[src/dgt_pkg.sv]
// ----------------------------------------------------------------------------
// dgt_pkg
// Shared types, codes and helpers for the direction gate table.
// ----------------------------------------------------------------------------
package dgt_pkg;

  localparam int DefCapacity = 8;
  localparam int DefMagBits  = 8;
  localparam int CodeW       = 5;
  localparam int MagOutW     = 8;
  localparam int OffW        = 9;
  localparam int CountOutW   = 5;

  localparam logic [CodeW-1:0] NumCodes   = 5'd27;
  localparam logic [CodeW-1:0] CentreCode = 5'd13;

  typedef enum logic [1:0] {
    OP_CLEAR = 2'd0,
    OP_SET   = 2'd1,
    OP_GET   = 2'd2,
    OP_LIST  = 2'd3
  } op_t;

  typedef enum logic [2:0] {
    ST_INSERTED = 3'd0,
    ST_UPDATED  = 3'd1,
    ST_BAD_CODE = 3'd2,
    ST_ZERO_MAG = 3'd3,
    ST_FULL     = 3'd4,
    ST_DONE     = 3'd5
  } status_t;

  typedef enum logic [1:0] {
    S_IDLE,
    S_CHECK,
    S_SCAN
  } state_t;

  // One result handed from the sequencer to the output stage.
  typedef struct packed {
    logic                 valid;
    status_t              status;
    logic                 found;
    logic [CodeW-1:0]     code;
    logic [MagOutW-1:0]   mag;
    logic                 is_list;
    logic                 last;
    logic [CountOutW-1:0] count;
  } res_t;

  // Axis digit (0..2) of a neighbor code; axis 0 is x, 1 is y, 2 is z.
  function automatic logic [1:0] axis_digit(input logic [CodeW-1:0] code,
                                            input logic [1:0] axis);
    logic [1:0]       z;
    logic [1:0]       y;
    logic [CodeW-1:0] rem;
    z = (code >= 5'd18) ? 2'd2 : ((code >= 5'd9) ? 2'd1 : 2'd0);
    rem = code - 5'(z) * 5'd9;
    y = (rem >= 5'd6) ? 2'd2 : ((rem >= 5'd3) ? 2'd1 : 2'd0);
    rem = rem - 5'(y) * 5'd3;
    unique case (axis)
      2'd0:    return rem[1:0];
      2'd1:    return y;
      default: return z;
    endcase
  endfunction

  // Digit 0 means -1, 1 means 0, 2 means +1, scaled by the magnitude.
  function automatic logic signed [OffW-1:0] scaled_offset(input logic [1:0] digit,
                                                           input logic [MagOutW-1:0] mag);
    logic signed [OffW-1:0] m;
    m = $signed({1'b0, mag});
    unique case (digit)
      2'd0:    return -m;
      2'd2:    return m;
      default: return '0;
    endcase
  endfunction

endpackage

[src/dgt_ram.sv]
// ----------------------------------------------------------------------------
// dgt_ram
// Generic single-write, single-read RAM with a registered read port.
// ----------------------------------------------------------------------------
module dgt_ram #(
  parameter int WIDTH = 13,
  parameter int DEPTH = 8
) (
  input  logic                                   clk,
  input  logic                                   we,
  input  logic [(DEPTH > 1 ? $clog2(DEPTH) : 1)-1:0] waddr,
  input  logic [WIDTH-1:0]                       wdata,
  input  logic [(DEPTH > 1 ? $clog2(DEPTH) : 1)-1:0] raddr,
  output logic [WIDTH-1:0]                       rdata
);

  logic [WIDTH-1:0] mem [DEPTH];

  always_ff @(posedge clk) begin
    if (we) begin
      mem[waddr] <= wdata;
    end
    rdata <= mem[raddr];
  end

endmodule

[src/dgt_seq.sv]
// ----------------------------------------------------------------------------
// dgt_seq
// Command sequencer: checks a command, scans the entry RAM one entry per
// cycle and writes updates or appends back.
// ----------------------------------------------------------------------------
module dgt_seq #(
  parameter int CAPACITY = dgt_pkg::DefCapacity,
  parameter int MAG_BITS = dgt_pkg::DefMagBits
) (
  input  logic                        clk,
  input  logic                        rst_n,
  input  logic                        start,
  input  logic [1:0]                  opcode,
  input  logic [dgt_pkg::CodeW-1:0]   code_in,
  input  logic [dgt_pkg::MagOutW-1:0] mag_in,
  output logic                        busy,
  output dgt_pkg::res_t               res
);

  localparam int MW   = (MAG_BITS < dgt_pkg::MagOutW) ? MAG_BITS : dgt_pkg::MagOutW;
  localparam int AW   = (CAPACITY > 1) ? $clog2(CAPACITY) : 1;
  localparam int CntW = $clog2(CAPACITY + 1);
  localparam int EW   = dgt_pkg::CodeW + MW;

  dgt_pkg::state_t state_r, state_nxt;
  dgt_pkg::op_t    op_r;
  logic [dgt_pkg::CodeW-1:0] code_r;
  logic [MW-1:0]             mag_r;
  logic [CntW-1:0]           count_r, count_nxt;
  logic [CntW-1:0]           rd_idx_r, rd_idx_nxt;
  logic [CntW-1:0]           ridx_r;
  logic                      rvalid_r, rvalid_nxt;
  logic                      issue;

  logic          ram_we;
  logic [AW-1:0] ram_waddr;
  logic [EW-1:0] ram_wdata;
  logic [EW-1:0] ram_rdata;

  logic [dgt_pkg::CodeW-1:0] ent_code;
  logic [MW-1:0]             ent_mag;
  logic                      hit;
  logic                      last_ent;
  logic                      reject;
  logic                      accept;

  assign accept   = start && (state_r == dgt_pkg::S_IDLE);
  assign busy     = (state_r != dgt_pkg::S_IDLE);
  assign ent_code = ram_rdata[EW-1:MW];
  assign ent_mag  = ram_rdata[MW-1:0];
  assign hit      = rvalid_r && (ent_code == code_r);
  assign last_ent = (ridx_r == count_r - CntW'(1));
  assign reject   = (code_r >= dgt_pkg::NumCodes) || (mag_r == '0) ||
                    (count_r >= CntW'(CAPACITY));

  dgt_ram #(
    .WIDTH(EW),
    .DEPTH(CAPACITY)
  ) u_ram (
    .clk   (clk),
    .we    (ram_we),
    .waddr (ram_waddr),
    .wdata (ram_wdata),
    .raddr (rd_idx_r[AW-1:0]),
    .rdata (ram_rdata)
  );

  // Next state.
  always_comb begin
    state_nxt = state_r;
    unique case (state_r)
      dgt_pkg::S_IDLE: begin
        if (start) state_nxt = dgt_pkg::S_CHECK;
      end
      dgt_pkg::S_CHECK: begin
        unique case (op_r)
          dgt_pkg::OP_CLEAR: state_nxt = dgt_pkg::S_IDLE;
          dgt_pkg::OP_SET: begin
            state_nxt = (reject || count_r == '0) ? dgt_pkg::S_IDLE : dgt_pkg::S_SCAN;
          end
          default: begin
            state_nxt = (count_r == '0) ? dgt_pkg::S_IDLE : dgt_pkg::S_SCAN;
          end
        endcase
      end
      dgt_pkg::S_SCAN: begin
        if (rvalid_r) begin
          if (op_r == dgt_pkg::OP_LIST) begin
            if (last_ent) state_nxt = dgt_pkg::S_IDLE;
          end else if (hit || last_ent) begin
            state_nxt = dgt_pkg::S_IDLE;
          end
        end
      end
      default: state_nxt = dgt_pkg::S_IDLE;
    endcase
  end

  // Datapath and results.
  always_comb begin
    res        = '0;
    ram_we     = 1'b0;
    ram_waddr  = count_r[AW-1:0];
    ram_wdata  = {code_r, mag_r};
    count_nxt  = count_r;
    rd_idx_nxt = rd_idx_r;
    issue      = 1'b0;
    unique case (state_r)
      dgt_pkg::S_CHECK: begin
        rd_idx_nxt = '0;
        res.status = dgt_pkg::ST_DONE;
        res.last   = 1'b1;
        unique case (op_r)
          dgt_pkg::OP_CLEAR: begin
            res.valid = 1'b1;
            count_nxt = '0;
          end
          dgt_pkg::OP_SET: begin
            priority if (code_r >= dgt_pkg::NumCodes) begin
              res.valid  = 1'b1;
              res.status = dgt_pkg::ST_BAD_CODE;
            end else if (mag_r == '0) begin
              res.valid  = 1'b1;
              res.status = dgt_pkg::ST_ZERO_MAG;
            end else if (count_r >= CntW'(CAPACITY)) begin
              res.valid  = 1'b1;
              res.status = dgt_pkg::ST_FULL;
            end else if (count_r == '0) begin
              // Empty table: append without a scan.
              res.valid  = 1'b1;
              res.status = dgt_pkg::ST_INSERTED;
              res.code   = code_r;
              res.mag    = dgt_pkg::MagOutW'(mag_r);
              ram_we     = 1'b1;
              count_nxt  = count_r + CntW'(1);
            end else begin
              res.valid = 1'b0;
            end
          end
          default: begin
            res.valid = (count_r == '0);
          end
        endcase
      end
      dgt_pkg::S_SCAN: begin
        issue = (rd_idx_r < count_r);
        if (issue) rd_idx_nxt = rd_idx_r + CntW'(1);
        if (rvalid_r) begin
          res.status = dgt_pkg::ST_DONE;
          res.last   = 1'b1;
          unique case (op_r)
            dgt_pkg::OP_LIST: begin
              res.valid   = 1'b1;
              res.found   = 1'b1;
              res.is_list = 1'b1;
              res.code    = ent_code;
              res.mag     = dgt_pkg::MagOutW'(ent_mag);
              res.last    = last_ent;
            end
            dgt_pkg::OP_GET: begin
              res.valid = hit || last_ent;
              if (hit) begin
                res.found = 1'b1;
                res.code  = ent_code;
                res.mag   = dgt_pkg::MagOutW'(ent_mag);
              end
            end
            dgt_pkg::OP_SET: begin
              res.valid = hit || last_ent;
              res.code  = code_r;
              res.mag   = dgt_pkg::MagOutW'(mag_r);
              if (hit) begin
                res.status = dgt_pkg::ST_UPDATED;
                ram_we     = 1'b1;
                ram_waddr  = ridx_r[AW-1:0];
              end else if (last_ent) begin
                res.status = dgt_pkg::ST_INSERTED;
                ram_we     = 1'b1;
                count_nxt  = count_r + CntW'(1);
              end
            end
            default: res.valid = 1'b0;
          endcase
        end
      end
      default: begin
        rd_idx_nxt = rd_idx_r;
      end
    endcase
    res.count = dgt_pkg::CountOutW'(count_nxt);
  end

  // A read still in flight when the scan ends is dropped.
  assign rvalid_nxt = issue && (state_nxt == dgt_pkg::S_SCAN);

  always_ff @(posedge clk) begin
    if (!rst_n) begin
      state_r  <= dgt_pkg::S_IDLE;
      count_r  <= '0;
      rvalid_r <= 1'b0;
      rd_idx_r <= '0;
    end else begin
      state_r  <= state_nxt;
      count_r  <= count_nxt;
      rvalid_r <= rvalid_nxt;
      rd_idx_r <= rd_idx_nxt;
    end
  end

  always_ff @(posedge clk) begin
    ridx_r <= rd_idx_r;
    if (accept) begin
      op_r   <= dgt_pkg::op_t'(opcode);
      code_r <= code_in;
      mag_r  <= mag_in[MW-1:0];
    end
  end

  a_count_in_range: assert property (@(posedge clk) disable iff (!rst_n)
    count_r <= CntW'(CAPACITY))
    else $error("entry count exceeds capacity");

  a_rvalid_in_scan: assert property (@(posedge clk) disable iff (!rst_n)
    rvalid_r |-> state_r == dgt_pkg::S_SCAN)
    else $error("read data returned outside a scan");

  a_write_with_result: assert property (@(posedge clk) disable iff (!rst_n)
    ram_we |-> res.valid && (res.status == dgt_pkg::ST_INSERTED ||
                             res.status == dgt_pkg::ST_UPDATED))
    else $error("RAM write without an insert or update result");

  a_accept_to_check: assert property (@(posedge clk) disable iff (!rst_n)
    accept |=> state_r == dgt_pkg::S_CHECK)
    else $error("accepted command did not reach the check state");

  a_idle_after_last: assert property (@(posedge clk) disable iff (!rst_n)
    res.valid && res.last |=> state_r != dgt_pkg::S_SCAN)
    else $error("scan continued after the final result");

endmodule

[src/direction_gate_table.sv]
// ----------------------------------------------------------------------------
// direction_gate_table
// Keyed table of direction codes (3x3x3 neighbor offsets) and magnitudes.
// ----------------------------------------------------------------------------
// Usage:
//   A command is taken when start is high and busy is low. in_opcode selects
//   clear, set, get or list; in_direction_code and in_magnitude_in carry the
//   key and value. Results appear on the out_ ports for one cycle with
//   out_valid high, and out_last marks the final result of a command.
//   The receiver cannot stall, so each result transfer completes in the
//   cycle it is shown.
//   Clear, a rejected set and any command on an empty table are answered
//   from the check state. Set and get scan the entry RAM one entry per
//   cycle until a hit or the last stored entry; list gives one result per
//   stored entry, one per cycle, with out_last on the final one.
//   The next command can be taken the cycle after the final result leaves
//   the sequencer, while that result still sits in the output register.
//   Throughput is set by the single read port of the entry RAM.
//   Reset empties the table; the entry RAM is not cleared, since only
//   entries below the count are ever read.
// ----------------------------------------------------------------------------
module direction_gate_table #(
  parameter int CAPACITY = dgt_pkg::DefCapacity,
  parameter int MAG_BITS = dgt_pkg::DefMagBits
) (
  input  logic                               clk,
  input  logic                               rst_n,
  input  logic                               start,
  output logic                               busy,
  input  logic [1:0]                         in_opcode,
  input  logic [dgt_pkg::CodeW-1:0]          in_direction_code,
  input  logic [dgt_pkg::MagOutW-1:0]        in_magnitude_in,
  output logic                               out_valid,
  output logic [2:0]                         out_status,
  output logic                               out_found,
  output logic [dgt_pkg::CodeW-1:0]          out_code_out,
  output logic [dgt_pkg::MagOutW-1:0]        out_magnitude_out,
  output logic signed [dgt_pkg::OffW-1:0]   out_offset_x,
  output logic signed [dgt_pkg::OffW-1:0]   out_offset_y,
  output logic signed [dgt_pkg::OffW-1:0]   out_offset_z,
  output logic                               out_is_centre,
  output logic [dgt_pkg::CountOutW-1:0]      out_entry_count,
  output logic                               out_last
);

  dgt_pkg::res_t res;

  logic                             out_valid_r;
  logic signed [dgt_pkg::OffW-1:0] off_x_nxt, off_y_nxt, off_z_nxt;
  logic                             centre_nxt;

  dgt_seq #(
    .CAPACITY(CAPACITY),
    .MAG_BITS(MAG_BITS)
  ) u_seq (
    .clk     (clk),
    .rst_n   (rst_n),
    .start   (start),
    .opcode  (in_opcode),
    .code_in (in_direction_code),
    .mag_in  (in_magnitude_in),
    .busy    (busy),
    .res     (res)
  );

  // Offsets and the center flag only exist for listed entries.
  always_comb begin
    off_x_nxt  = '0;
    off_y_nxt  = '0;
    off_z_nxt  = '0;
    centre_nxt = 1'b0;
    if (res.is_list) begin
      off_x_nxt  = dgt_pkg::scaled_offset(dgt_pkg::axis_digit(res.code, 2'd0), res.mag);
      off_y_nxt  = dgt_pkg::scaled_offset(dgt_pkg::axis_digit(res.code, 2'd1), res.mag);
      off_z_nxt  = dgt_pkg::scaled_offset(dgt_pkg::axis_digit(res.code, 2'd2), res.mag);
      centre_nxt = (res.code == dgt_pkg::CentreCode);
    end
  end

  always_ff @(posedge clk) begin
    if (!rst_n) begin
      out_valid_r <= 1'b0;
    end else begin
      out_valid_r <= res.valid;
    end
  end

  always_ff @(posedge clk) begin
    if (res.valid) begin
      out_status        <= res.status;
      out_found         <= res.found;
      out_code_out      <= res.code;
      out_magnitude_out <= res.mag;
      out_offset_x      <= off_x_nxt;
      out_offset_y      <= off_y_nxt;
      out_offset_z      <= off_z_nxt;
      out_is_centre     <= centre_nxt;
      out_entry_count   <= res.count;
      out_last          <= res.last;
    end
  end

  assign out_valid = out_valid_r;

endmodule

[config.mk]
export PLATFORM = sky130hd
export DESIGN_NAME = direction_gate_table
export DESIGN_NICKNAME = d
export VERILOG_FILES = /design/src/dgt_pkg.sv /design/src/dgt_ram.sv /design/src/dgt_seq.sv /design/src/direction_gate_table.sv
export SDC_FILE = /design/constraint.sdc
export NUM_CORES = 1
export LEC_CHECK = 0
export BUFFER_PORTS_ARGS = -buffer_cell sky130_fd_sc_hd__buf_2
export CORE_MARGIN = 5
export CORE_UTILIZATION = 40
export DETAILED_ROUTE_END_ITERATION = 8
export MAX_ROUTING_LAYER = met4
export RECOVER_POWER = 100
export SYNTH_ARGS = -nofsm -noshare
export SYNTH_HDL_FRONTEND = slang
export SYNTH_SLANG_ARGS = --single-unit
[constraint.sdc]
create_clock -name clk -period 8.2 [get_ports clk]
set_input_delay 1.64 -clock clk [delete_from_list [all_inputs] [get_ports clk]]
set_output_delay 1.64 -clock clk [all_outputs]
set_load 0.01 [all_outputs]
==> results.cfg, run 1 <==
[routing]
ant_nets = 0
wl_per_cell_um = 20.1
drc = 0
drtIter0Drc = 478
via_per_inst = 5.50
vias = 5400
first_pass_iters = 5
postRouteWirelength_um = 19800

[critical_path]
crit_type = register to register
cp.arrival_ns = 7.73
path_buf_inv = 1
r2r_start = u_seq.count_r[1]
crit_fanout = 15
ff2ff_setup_slack_ns = 0.76
startpoint = u_seq.count_r[1]
crit_end = out_offset_x[6]
crit_path_end_kind = register
required_ns = 8.49
cp_num_cells = 23
path_cells = inv_1 -> ha_1 -> nor2b_1 -> and2_1 -> a32o_1 -> a32oi_1 -> a21o_1 -> nand2_1 -> a21oi_1 -> nor2_1 -> ha_1 -> fa_1 -> nor4_1 -> nor4b_2 -> nor3_1 -> nor2_1 -> nor3_1 -> ha_1 -> nor2_1 -> o311a_1 -> a2111o_1 -> or3_1 -> a21oi_1
worst_setup_path_start_kind = register
r2r-end = out_offset_x[6]
slowest_delay_ns = 0.57
path_delay_family = simple AND/OR/NAND/NOR gates
crit_path_top_delay_cell = a32oi_1
r2r_cells = 23

[placed_design]
portBuffers = 69
detailedPlace.worstSlack_ns = 0.889
gp_congestion = 0.897
dp_hpwl_um = 13500

[logic_synthesis]
synthCells = 624
synth-edff-count = 169
synth_cell_types = 67
synthFlopType = edfxtp_1
ys_seq_area_frac = 0.644
syn-num-nets = 662
ys_ff_latch = 198
syn_area_mm2 = 0.00878
async_flop_share = 0
synth_area_per_cell_um2 = 14.1
yosysWarnings = 0

[floorplan]
io_pins = 71
core_area_mm2 = 0.0218
row_count = 54
fp.dieW_um = 158
die_height_um = 158
start_util = 0.404
die_area_mm2 = 0.0250

[sta]
drv_slew = 130
finalHoldViolCount = 0
post-route-period-util = 0.907
tightest_slew_ns = 3.12
finalCriticalPeriod_ns = 7.44
skew_ns = 0.0122
slew_headroom = -1.08
timing.final.ws_setup_ns = 0.761
finalSetupViolCount = 0
tns_ns = 0
fmax_mhz = 134
rsz0062_at_grt = false

[global_routing]
grt_pass1_wl_um = 30800
antenna_found_initial = 0
grt_max_degree = 51
track_usage = 0.167
grt_pass1_vias = 5386
gr-total-overflow = 0

[clocking]
root_buffer = clkbuf_16
cts.clk_slew.worst_paths_ns = 0.08
cts_htree_levels = 4
cts_tree = built
cts_buffers = 17
cts_sinks = 198
hold_buffers = 0
clkLatencyLatePin_ns = 0.44
cts_resized = 0
cts_max_path_buffers = 2
post_cts_buffers = 0

[job]
maxCapViolCount = 5

[finish]
syn2layout_area_growth_pct = 13.0
finalNetCount = 726
diodes = 0
drive_gt1_frac = 0.137

[power]
ir_drop_mv = 0.131
leakagePower_nw = 3.28
p_per_area_mw_per_mm2 = 210

[hold_path]
hold_depth = 0
holdCritPathClass = register to register

[outcome]
violations = max-capacitance violations, max-slew violations
status = complete, but fails checks
[cells in the mapped netlist (4+ instances only)]
cell type / count / area share
a21o_1: 4 / 0.0034
a21oi_1: 25 / 0.014
a22oi_1: 12 / 0.010
a311oi_1: 5 / 0.0050
a31oi_1: 11 / 0.0078
and2_1: 15 / 0.011
and3_1: 5 / 0.0036
buf_1: 5 / 0.0021
clkbuf_1: 21 / 0.0090
dfxtp_1: 29 / 0.066
edfxtp_1: 169 / 0.58
ha_1: 19 / 0.027
inv_1: 26 / 0.011
mux2_2: 13 / 0.017
mux4_2: 26 / 0.067
nand2_1: 31 / 0.013
nand2b_1: 5 / 0.0036
nand3_1: 11 / 0.0063
nand3b_1: 4 / 0.0034
nand4_1: 5 / 0.0036
nor2_1: 50 / 0.021
nor3_1: 17 / 0.0097
nor3b_1: 4 / 0.0034
o21ai_0: 19 / 0.011
o31a_1: 4 / 0.0040
o31ai_1: 4 / 0.0034
o32a_1: 4 / 0.0046
or2_2: 4 / 0.0028
or3_1: 8 / 0.0057
xnor2_1: 11 / 0.011
xor2_1: 4 / 0.0040
[sequential cells by signal, indices dropped and copies added (netlist names), 2 cells and up]
| name | flops |
|---|---|
| out_status | 3 |
| out_offset_x | 9 |
| u_seq.u_ram.rdata | 13 |
| u_seq.rd_idx_r | 4 |
| u_seq.count_r | 4 |
| out_entry_count | 4 |
| u_seq.code_r | 5 |
| u_seq.op_r | 2 |
| out_magnitude_out | 8 |
| out_offset_z | 9 |
| out_code_out | 5 |
| out_offset_y | 9 |
| u_seq.state_r | 2 |
| u_seq.ridx_r | 4 |
| u_seq.u_ram.mem | 104 |
| u_seq.mag_r | 8 |
[kinds of logic (layout without fill, tap and decap cells)]
group / after synthesis / count (layout) / synth area share
flops: 198 / 198 / 0.644
simple gates: 171 / 171 / 0.101
compound gates: 121 / 121 / 0.0982
buf+inv: 57 / 134 / 0.0262
mux: 41 / 41 / 0.0856
fa+ha+maj: 20 / 20 / 0.0293
xor+xnor: 15 / 15 / 0.0150
other cells: 1 / 1 / 0.000427
[layout by cell type, fill, tap and decap left out, types with 6 or more instances in the layout]
| cell type | Yosys | final |
|---|---|---|
| ha_1 | 19 | 19 |
| a21oi_1 | 25 | 25 |
| mux2_2 | 13 | 13 |
| buf_2 | 1 | 16 |
| dfxtp_1 | 29 | 29 |
| xnor2_1 | 11 | 11 |
| clkbuf_1 | 21 | 57 |
| and2_0 | 0 | 9 |
| and2_1 | 15 | 6 |
| nand2_1 | 31 | 31 |
| nor2_1 | 50 | 50 |
| inv_1 | 26 | 26 |
| edfxtp_1 | 169 | 169 |
| clkbuf_16 | 0 | 17 |
| mux4_2 | 26 | 26 |
| or3_1 | 8 | 8 |
| a31oi_1 | 11 | 11 |
| nand3_1 | 11 | 11 |
| o21ai_0 | 19 | 21 |
| a22oi_1 | 12 | 12 |
| nor3_1 | 17 | 17 |
[metrics by stage]
stage / hold WS, ns / util / instance area [µm²] / std cells / power [mW]
6_report: 0.397 / 0.456 / 9930 / 981 / 2.09
5_1_grt: 0.402 / 0.456 / 9930 / 981 / 2.17
4_1_cts: 0.400 / 0.461 / 10000 / 981 / 2.11
3_5_place_dp: 0.388 / 0.432 / 9410 / 949 / 1.26
3_3_place_gp: 0.374 / 0.432 / 9410 / 949 / 1.26
2_1_floorplan: 0.354 / - / 8780 / 624 / 1.22
[worst register-to-register path: cells and delay by family, from the launching register on]
kind	cells	cell delay, ns
AND/OR/NAND/NOR	11	2.91
adder cells (fa/ha/maj)	4	1.19
buffers and inverters	1	0.15
AO/OA/AOI/OAI	7	2.54
flip-flops	1	0.50
[routing by layer]
layer	track usage	wire, µm	vias to the layer above
met1	0.209	8540	2653
met5	-	0	-
met3	0.0358	1190	24
li1	-	-	2539
met4	0.0516	325	0
met2	0.273	9700	184
[worst min-delay path by stage]
stage,from,end,slack [ns]
after floorplan,u_seq.rd_idx_r[2],u_seq.ridx_r[2],0.35
after global placement,u_seq.rd_idx_r[3],u_seq.ridx_r[3],0.37
after detailed placement,u_seq.rd_idx_r[3],u_seq.ridx_r[3],0.39
after CTS,u_seq.rd_idx_r[3],u_seq.ridx_r[3],0.40
after global routing,u_seq.rd_idx_r[3],u_seq.ridx_r[3],0.40
final,u_seq.rd_idx_r[3],u_seq.ridx_r[3],0.40
[report_power, final]
group	leakage, nW	switching (mW)	internal [mW]
Clock	0.296	0.429	0.421
Combinational	1.18	0.0701	0.0350
Sequential	1.80	0.0224	1.11
Total	3.28	0.522	1.57
[area by class of cell]
cell class / instances / area [µm²]
inverter: 27 / 101
fill: 1965 / 11800
multi-input combinational: 369 / 2890
clock inverter: 15 / 193
tap: 280 / 350
clock buffer: 17 / 425
timing repair buffer: 75 / 309
sequential: 198 / 5660
No activity file was read; power rests on OpenSTA's default activity.
==> run 2, diff against run 1 <==
- ABC_AREA: not set -> 1
==> results.cfg, run 2 <==
[outcome]
status = complete, but fails checks
violations = max-capacitance violations, max-slew violations

[logic_synthesis]
synth_area_per_cell_um2 = 10.7
yosysTopAreaCell = edfxtp_1
synth.most_common_cell = edfxtp_1
syn_area_mm2 = 0.00887
ys_seq_area_frac = 0.637
netlist_top_cells_area = edfxtp_1 (57%), dfxtp_1 (6.5%), nor2_1 (5.5%), nand2_1 (4.6%), o21ai_0 (4.1%)
synth-edff-count = 169
syn-num-nets = 870
synthCells = 832
yosysWarnings = 0
synthFlopType = edfxtp_1
synth_top_area_frac = 0.572
synth_cell_types = 46
async_flop_share = 0
ys_ff_latch = 198
netlist_top_cells_count = edfxtp_1 (169), nor2_1 (130), nand2_1 (109)

[sta]
rsz0062_at_grt = false
fmax_mhz = 154
slew_headroom = -0.760
tightest_slew_ns = 2.64
timing.final.ws_setup_ns = 1.71
post-route-period-util = 0.791
skew_ns = 0.0136
finalHoldViolCount = 0
drv_slew = 187
tns_ns = 0
finalSetupViolCount = 0
finalCriticalPeriod_ns = 6.49

[clocking]
cts_max_path_buffers = 2
post_cts_buffers = 0
hold_buffers = 0
cts_resized = 0
cts_htree_levels = 4
cts.clk_slew.worst_paths_ns = 0.07
cts_buffers = 17
cts_tree = built
clkLatencyLatePin_ns = 0.43
root_buffer = clkbuf_16
cts_sinks = 198

[power]
power_mw = 2.21
internal_power_mw = 1.66
switching_power_mw = 0.558
combPwrFrac = 0.088
p_per_area_mw_per_mm2 = 222
switching_share = 0.252
power_frac_seq = 0.524
leakagePower_nw = 3.71
ir_drop_mv = 0.139
p_clk_frac = 0.388

[finish]
diodes = 0
top_register = u_seq.u_ram.mem
finalNetCount = 938
design_area_mm2 = 0.00996
syn2layout_area_growth_pct = 12.3
final_common_cell = edfxtp_1
reg.largest.list = u_seq.u_ram.mem: 104 flops, u_seq.u_ram.rdata: 13 flops
fillers = 2056
final_cell_mix = edfxtp_1 (169), nor2_1 (132), nand2_1 (115)
drive_gt1_frac = 0.0778
largest_register_ffs = 104

[critical_path]
path_buf_inv = 6
r2r_cells = 32
worst_setup_path_start_kind = register
crit_path_end_kind = register
r2r_start = u_seq.state_r[0]
crit_path_top_delay_cell = nor2_1
r2r-end = out_offset_x[3]
required_ns = 8.35
slowest_delay_ns = 0.61
cp.arrival_ns = 6.64
path_delay_family = simple AND/OR/NAND/NOR gates
crit_type = register to register
worst_path_most_repeated_cell = nand2_1
crit_fanout = 12
ff2ff_setup_slack_ns = 1.71

[global_routing]
track_usage = 0.156
top_usage_layer = met2
antenna_found_initial = 0
grt_pass1_wl_um = 30800
grt_max_degree = 58
grt_use_met1 = 0.213
grt_pass1_vias = 5691
met3_usage = 0.0311
grt_use_met2 = 0.239
gr-total-overflow = 0

[placed_design]
dp_hpwl_um = 12800
gp_congestion = 0.893
detailedPlace.worstSlack_ns = 2.76
portBuffers = 69
placed_area_mm2 = 0.00953

[hold_path]
holdCritPathClass = register to register
worstHoldEndpoint = u_seq.ridx_r[3]
hold_depth = 0
hold_start = u_seq.rd_idx_r[3]

[floorplan]
row_count = 54
fp.dieW_um = 159
start_util = 0.407
io_pins = 71
die_height_um = 159
die_area_mm2 = 0.0253
core_area_mm2 = 0.0218

[routing]
vias = 5986
ant_nets = 0
postRouteWirelength_um = 19500
drtIter0Drc = 376
drc = 0
via_per_inst = 5.02
first_pass_iters = 5
wl_per_cell_um = 16.3

[job]
maxCapViolCount = 5
==> run 2: cells by family (layout without fill, tap and decap cells) <==
| logic type | Yosys count | in the layout | synth area share |
|---|---|---|---|
| AOI/OAI and AO/OA | 151 | 151 | 0.0933 |
| xor gates and xnor gates | 14 | 14 | 0.0159 |
| adders and majority gates | 20 | 20 | 0.0290 |
| buffers and inverters | 114 | 195 | 0.0499 |
| DFF | 198 | 198 | 0.637 |
| other | 1 | 1 | 0.000423 |
| and+or+nand+nor | 334 | 334 | 0.174 |
==> run 2: how the worst max path moves through the flow <==
| stage | from | endpoint | slack [ns] | cells after the start |
|---|---|---|---|---|
| final | u_seq.state_r[0] | out_offset_x[3] | 1.71 | 32 |
| after global routing | u_seq.state_r[0] | out_offset_x[3] | 1.14 | 32 |
| after CTS | u_seq.state_r[1] | out_offset_x[3] | 2.71 | 26 |
| after detailed placement | u_seq.state_r[0] | out_offset_x[3] | 2.76 | 32 |
| after global placement | u_seq.state_r[0] | out_offset_x[7] | 2.98 | 26 |
| after floorplan | u_seq.count_r[0] | out_offset_x[5] | 3.64 | 31 |
==> run 2: metal layers <==
layer  wire, µm  part of all wire
met1       9260              0.48
met2       9080              0.47
met3        964             0.049
met4        185            0.0095
met5          0                 0
==> run 2: metrics by stage <==
step / std cells / hold slack [ns] / utilization
CTS: 1193 / 0.398 / 0.465
global route: 1193 / 0.407 / 0.457
finish: 1193 / 0.400 / 0.457
global placement: 1161 / 0.383 / 0.437
floorplan: 832 / 0.364 / -
detailed placement: 1161 / 0.387 / 0.437
==> run 2: worst register-to-register path: cells and delay by family (launching register included) <==
kind,cells,cell delay [ns]
AND/OR/NAND/NOR,18,3.24
adder cells (fa/ha/maj),4,1.07
XOR/XNOR,1,0.28
flip-flops,1,0.34
buffers and inverters,6,0.80
AO/OA/AOI/OAI,3,0.45
==> run 2: layout make-up <==
type | instances | area (µm²) | share of cell area
sequential | 198 | 5660 | 0.568
multi-input combinational | 520 | 2710 | 0.272
clock buffer | 18 | 429 | 0.0431
tap | 280 | 350 | 0.0352
inverter | 85 | 320 | 0.0321
timing repair buffer | 78 | 312 | 0.0313
clock inverter | 14 | 184 | 0.0185
==> run 2: power by group through the flow <==
stage,combinational (mW),sequential (mW),clock [mW]
2_1_floorplan,0.143,1.18,0
3_3_place_gp,0.201,1.18,0
3_5_place_dp,0.202,1.18,0
4_1_cts,0.204,1.16,0.875
5_1_grt,0.220,1.17,0.920
6_report,0.195,1.16,0.860
